## config.mk

```make
export PLATFORM = sky130hd
export DESIGN_NAME = lbp_cell
export DESIGN_NICKNAME = d
export VERILOG_FILES = /design/src/lbp_pkg.sv /design/src/lbp_cell.sv
export SDC_FILE = /design/constraint.sdc
export NUM_CORES = 1
export LEC_CHECK = 0
export BUFFER_PORTS_ARGS = -buffer_cell sky130_fd_sc_hd__buf_2
export CAP_MARGIN = 40
export CORE_AREA = 5 5 42 44
export DETAILED_ROUTE_END_ITERATION = 8
export DIE_AREA = 0 0 47 49
export PLACE_DENSITY = 0.66
export REMOVE_ABC_BUFFERS = 1
export SYNTH_ARGS = -nofsm -noshare
export SYNTH_HDL_FRONTEND = slang
export SYNTH_SLANG_ARGS = --single-unit
```

## constraint.sdc

```tcl
create_clock -name clk -period 1.8 [get_ports clk]
set_input_delay 0.18 -clock clk [delete_from_list [all_inputs] [get_ports clk]]
set_output_delay 0.18 -clock clk [all_outputs]
set_load 0.01 [all_outputs]
```

## src/lbp_pkg.sv

```systemverilog
// Shared types and constants of the 3x3 LBP stream operator.
// No dependencies; the cell, top level, checker and testbench import this package.
package lbp_pkg;

  // Frame limits and field widths
  localparam int MAX_WIDTH    = 1024;
  localparam int MAX_HEIGHT   = 4096;
  localparam int PIX_W        = 8;
  localparam int COL_W        = $clog2(MAX_WIDTH);
  localparam int ROW_W        = $clog2(MAX_HEIGHT);
  localparam int PROW_W       = ROW_W + 1;
  localparam int FW_W         = 11;
  localparam int FH_W         = 13;
  localparam int CFG_W        = 13;
  localparam int RESET_WIDTH  = 640;
  localparam int RESET_HEIGHT = 480;

  // Window and output queue geometry
  localparam int WIN_N        = 3;
  localparam int FIFO_DEPTH   = 4;
  localparam int FIFO_PTR_W   = $clog2(FIFO_DEPTH);
  localparam int FIFO_CNT_W   = FIFO_PTR_W + 1;

  typedef enum logic {
    KIND_PIXEL = 1'b0,
    KIND_FLUSH = 1'b1
  } kind_t;

  typedef enum logic [0:0] {
    REG_FRAME_WIDTH  = 1'b0,
    REG_FRAME_HEIGHT = 1'b1
  } reg_index_t;

  typedef struct packed {
    kind_t              kind;
    logic [PIX_W-1:0]   pixel;
  } in_beat_t;

  typedef struct packed {
    logic [PIX_W-1:0]   lbp_code;
    logic [COL_W-1:0]   out_column;
    logic [ROW_W-1:0]   out_row;
    logic               last;
  } out_beat_t;

endpackage

```

## src/lbp_cell.sv

```systemverilog
// One pixel cell of the 3x3 window chain: holds a pixel, hands it to its
// left neighbor on each shift and compares it with the centre. Uses lbp_pkg.
module lbp_cell (
  input  logic                      clk,
  input  logic                      shift,
  input  logic [lbp_pkg::PIX_W-1:0] pix_in,
  input  logic [lbp_pkg::PIX_W-1:0] centre,
  output logic [lbp_pkg::PIX_W-1:0] pix,
  output logic                      ge
);
  import lbp_pkg::*;

  // Take the neighbor's pixel on a window step
  always_ff @(posedge clk) begin
    if (shift) begin
      pix <= pix_in;
    end
  end

  // Flag a neighbor not darker than the centre
  assign ge = (pix >= centre);

endmodule

```

==> flow_summary.json <==
{
  "status": "complete, no violations",
  "die-area_mm2": 0.00230,
  "grt_start_max_net_pins": 9,
  "critPathKind": "flip-flop to primary output",
  "initial_core_util_pct": 31.3,
  "critical-path-max-stage-delay_ps": 420,
  "ctsHtreeMaxLevel": 1,
  "synthCells": 33,
  "netlist.area_leader.share_pct": 54.9,
  "crit_buf_inv": 1,
  "maxSlewHeadroom_pct": 88.1,
  "clock_path_buffers": 2,
  "synth.largest_area_cell": "edfxtp_1",
  "min_to": "pix[0]$_DFFE_PP_",
  "post-place-ws_ps": 284,
  "largest_reg_flops": 8,
  "cts_tree": "built",
  "via_per_inst": 4.27,
  "synth.avg_cell_area_um2": 13.3,
  "max_freq_ghz": 0.579,
  "syn_to_final_growth_pct": 48.9,
  "final_cell_mix": "buf_2 (26), inv_1 (8), edfxtp_1 (8)",
  "drv_slew": 0,
  "nets": 90,
  "required_ps": 1620,
  "drt_drc_violations_left": 0,
  "final_common_cell": "buf_2",
  "gp_congestion": 0.687,
  "routed_wl_um": 769,
  "min_period_ps": 1730,
  "hold_depth": 1,
  "core_mm2": 0.00140,
  "setup_tns_ps": 0,
  "cap_violations": 0,
  "vias": 333,
  "drt_iter0_drc": 3,
  "io_pins": 27,
  "cts_made_buffers": 3,
  "grt.total_usage_pct": 7.19,
  "rsz0062_at_grt": "yes",
  "end_kind": "primary output",
  "grt_overflow": 0,
  "start_kind": "flip-flop",
  "netlist_area_um2": 438,
  "finalSetupViolCount": 0,
  "peakVddDrop_v": 0.000402,
  "nFillCells": 141,
  "drive_gt1_share_pct": 54.8,
  "crit_arrival_ps": 1550,
  "synth_cell_type_count": 10,
  "min_from": "pix_in[0]",
  "firstDrtPassIters": 3,
  "crit_chain": "ha_4, a21o_1, a221oi_2, o21ai_1, buf_2",
  "top_regs": "pix: 8 flops",
  "io_buffers": 26,
  "tightest_slew_ps": 178,
  "die_w_um": 47,
  "dpl.hpwl_um": 678,
  "grt_pass1_vias": 338,
  "wl_per_cell_um": 9.86,
  "synth_seq_area_share_pct": 54.9,
  "grt_pass1_wl_um": 1230,
  "leakage_uw": 0.000337,
  "period_share_pct": 96.0,
  "min_path_type": "primary input to flip-flop",
  "synth_area_leaders": "edfxtp_1 (55%), ha_1 (23%), inv_1 (6.9%)",
  "hold_viol_final": 0,
  "crit_fanout": 2,
  "clkSinkCount": 8,
  "rows": 14,
  "path_delay_family": "compound AO/OA/AOI/OAI gates",
  "layout_setup_ws_ps": 71.4,
  "slowest_stage": "edfxtp_1",
  "die_h_um": 49,
  "top_register": "pix",
  "antenna_found_initial": 0,
  "cts.root.buffer_cell": "clkbuf_4",
  "postCtsHoldBufs": 0,
  "ys_warn_count": 0,
  "cellPowerDensity_mw_per_mm2": 707,
  "ys_ff_latch": 8,
  "diodes": 0,
  "drtAntennaViolNets": 0,
  "clk_pin_slew_ps": 50
}
## repair_timing
action / CTS / global route
setup buffers: 0 / 0
resized for setup: 0 / 4
endpoints found under the setup margin: 0 / 1
## routing by layer
metal	track usage, %	vias up	part of all wire, %
li1	-	177	-
met1	7.74	139	39
met2	11.3	17	46
met3	2.95	0	14
met4	4.15	0	0
met5	0	-	0
## synthesized netlist by cell type
master	n
ha_1	8
inv_1	8
edfxtp_1	8
a31oi_1	1
a221oi_2	1
and3_2	1
a21o_1	3
nand2b_1	1
o21ai_1	1
nand3_1	1
## how the worst max path moves through the flow
stage                     to  depth (start not counted)  slack, ps             start
after floorplan           ge                          4        350  pix[6]$_DFFE_PP_
after global placement    ge                          5        290  pix[7]$_DFFE_PP_
after detailed placement  ge                          5        280  pix[6]$_DFFE_PP_
after CTS                 ge                          5          9  pix[7]$_DFFE_PP_
after global routing      ge                          5        -10  pix[6]$_DFFE_PP_
final                     ge                          5         70  pix[6]$_DFFE_PP_
## kinds of logic after synthesis
logic type | after synthesis | share of synthesized area [%]
fa+ha+maj | 8 | 22.9
simple gates | 3 | 4.29
flops | 8 | 54.9
compound gates | 6 | 11.1
buf+inv | 8 | 6.86
## cell type report
class                      count  area [µm²]  area share, %
clock buffer                   3        22.5           3.45
inverter                       8        30.0           4.61
multi-input combinational     17         209           32.1
sequential                     8         240           36.9
tap                           16        20.0           3.07
timing repair buffer          26         130           20.0
## stage by stage
stage / power, µW / hold WS [ps] / instances / utilization, % / area, µm²
2_1_floorplan: 282 / 279 / 33 / - / 438
3_3_place_gp: 326 / 357 / 75 / 42.0 / 588
3_5_place_dp: 328 / 358 / 75 / 42.0 / 588
4_1_cts: 453 / 109 / 78 / 43.6 / 611
5_1_grt: 497 / 97.8 / 78 / 46.5 / 652
6_report: 461 / 113 / 78 / 46.5 / 652
## power by group
group	internal [µW]	switching (µW)	total (µW)
registers	223	9.22	232
clock network	75.5	49.2	125
logic	56.4	47.9	104
Note: power is estimated with default switching activity, not from simulation.
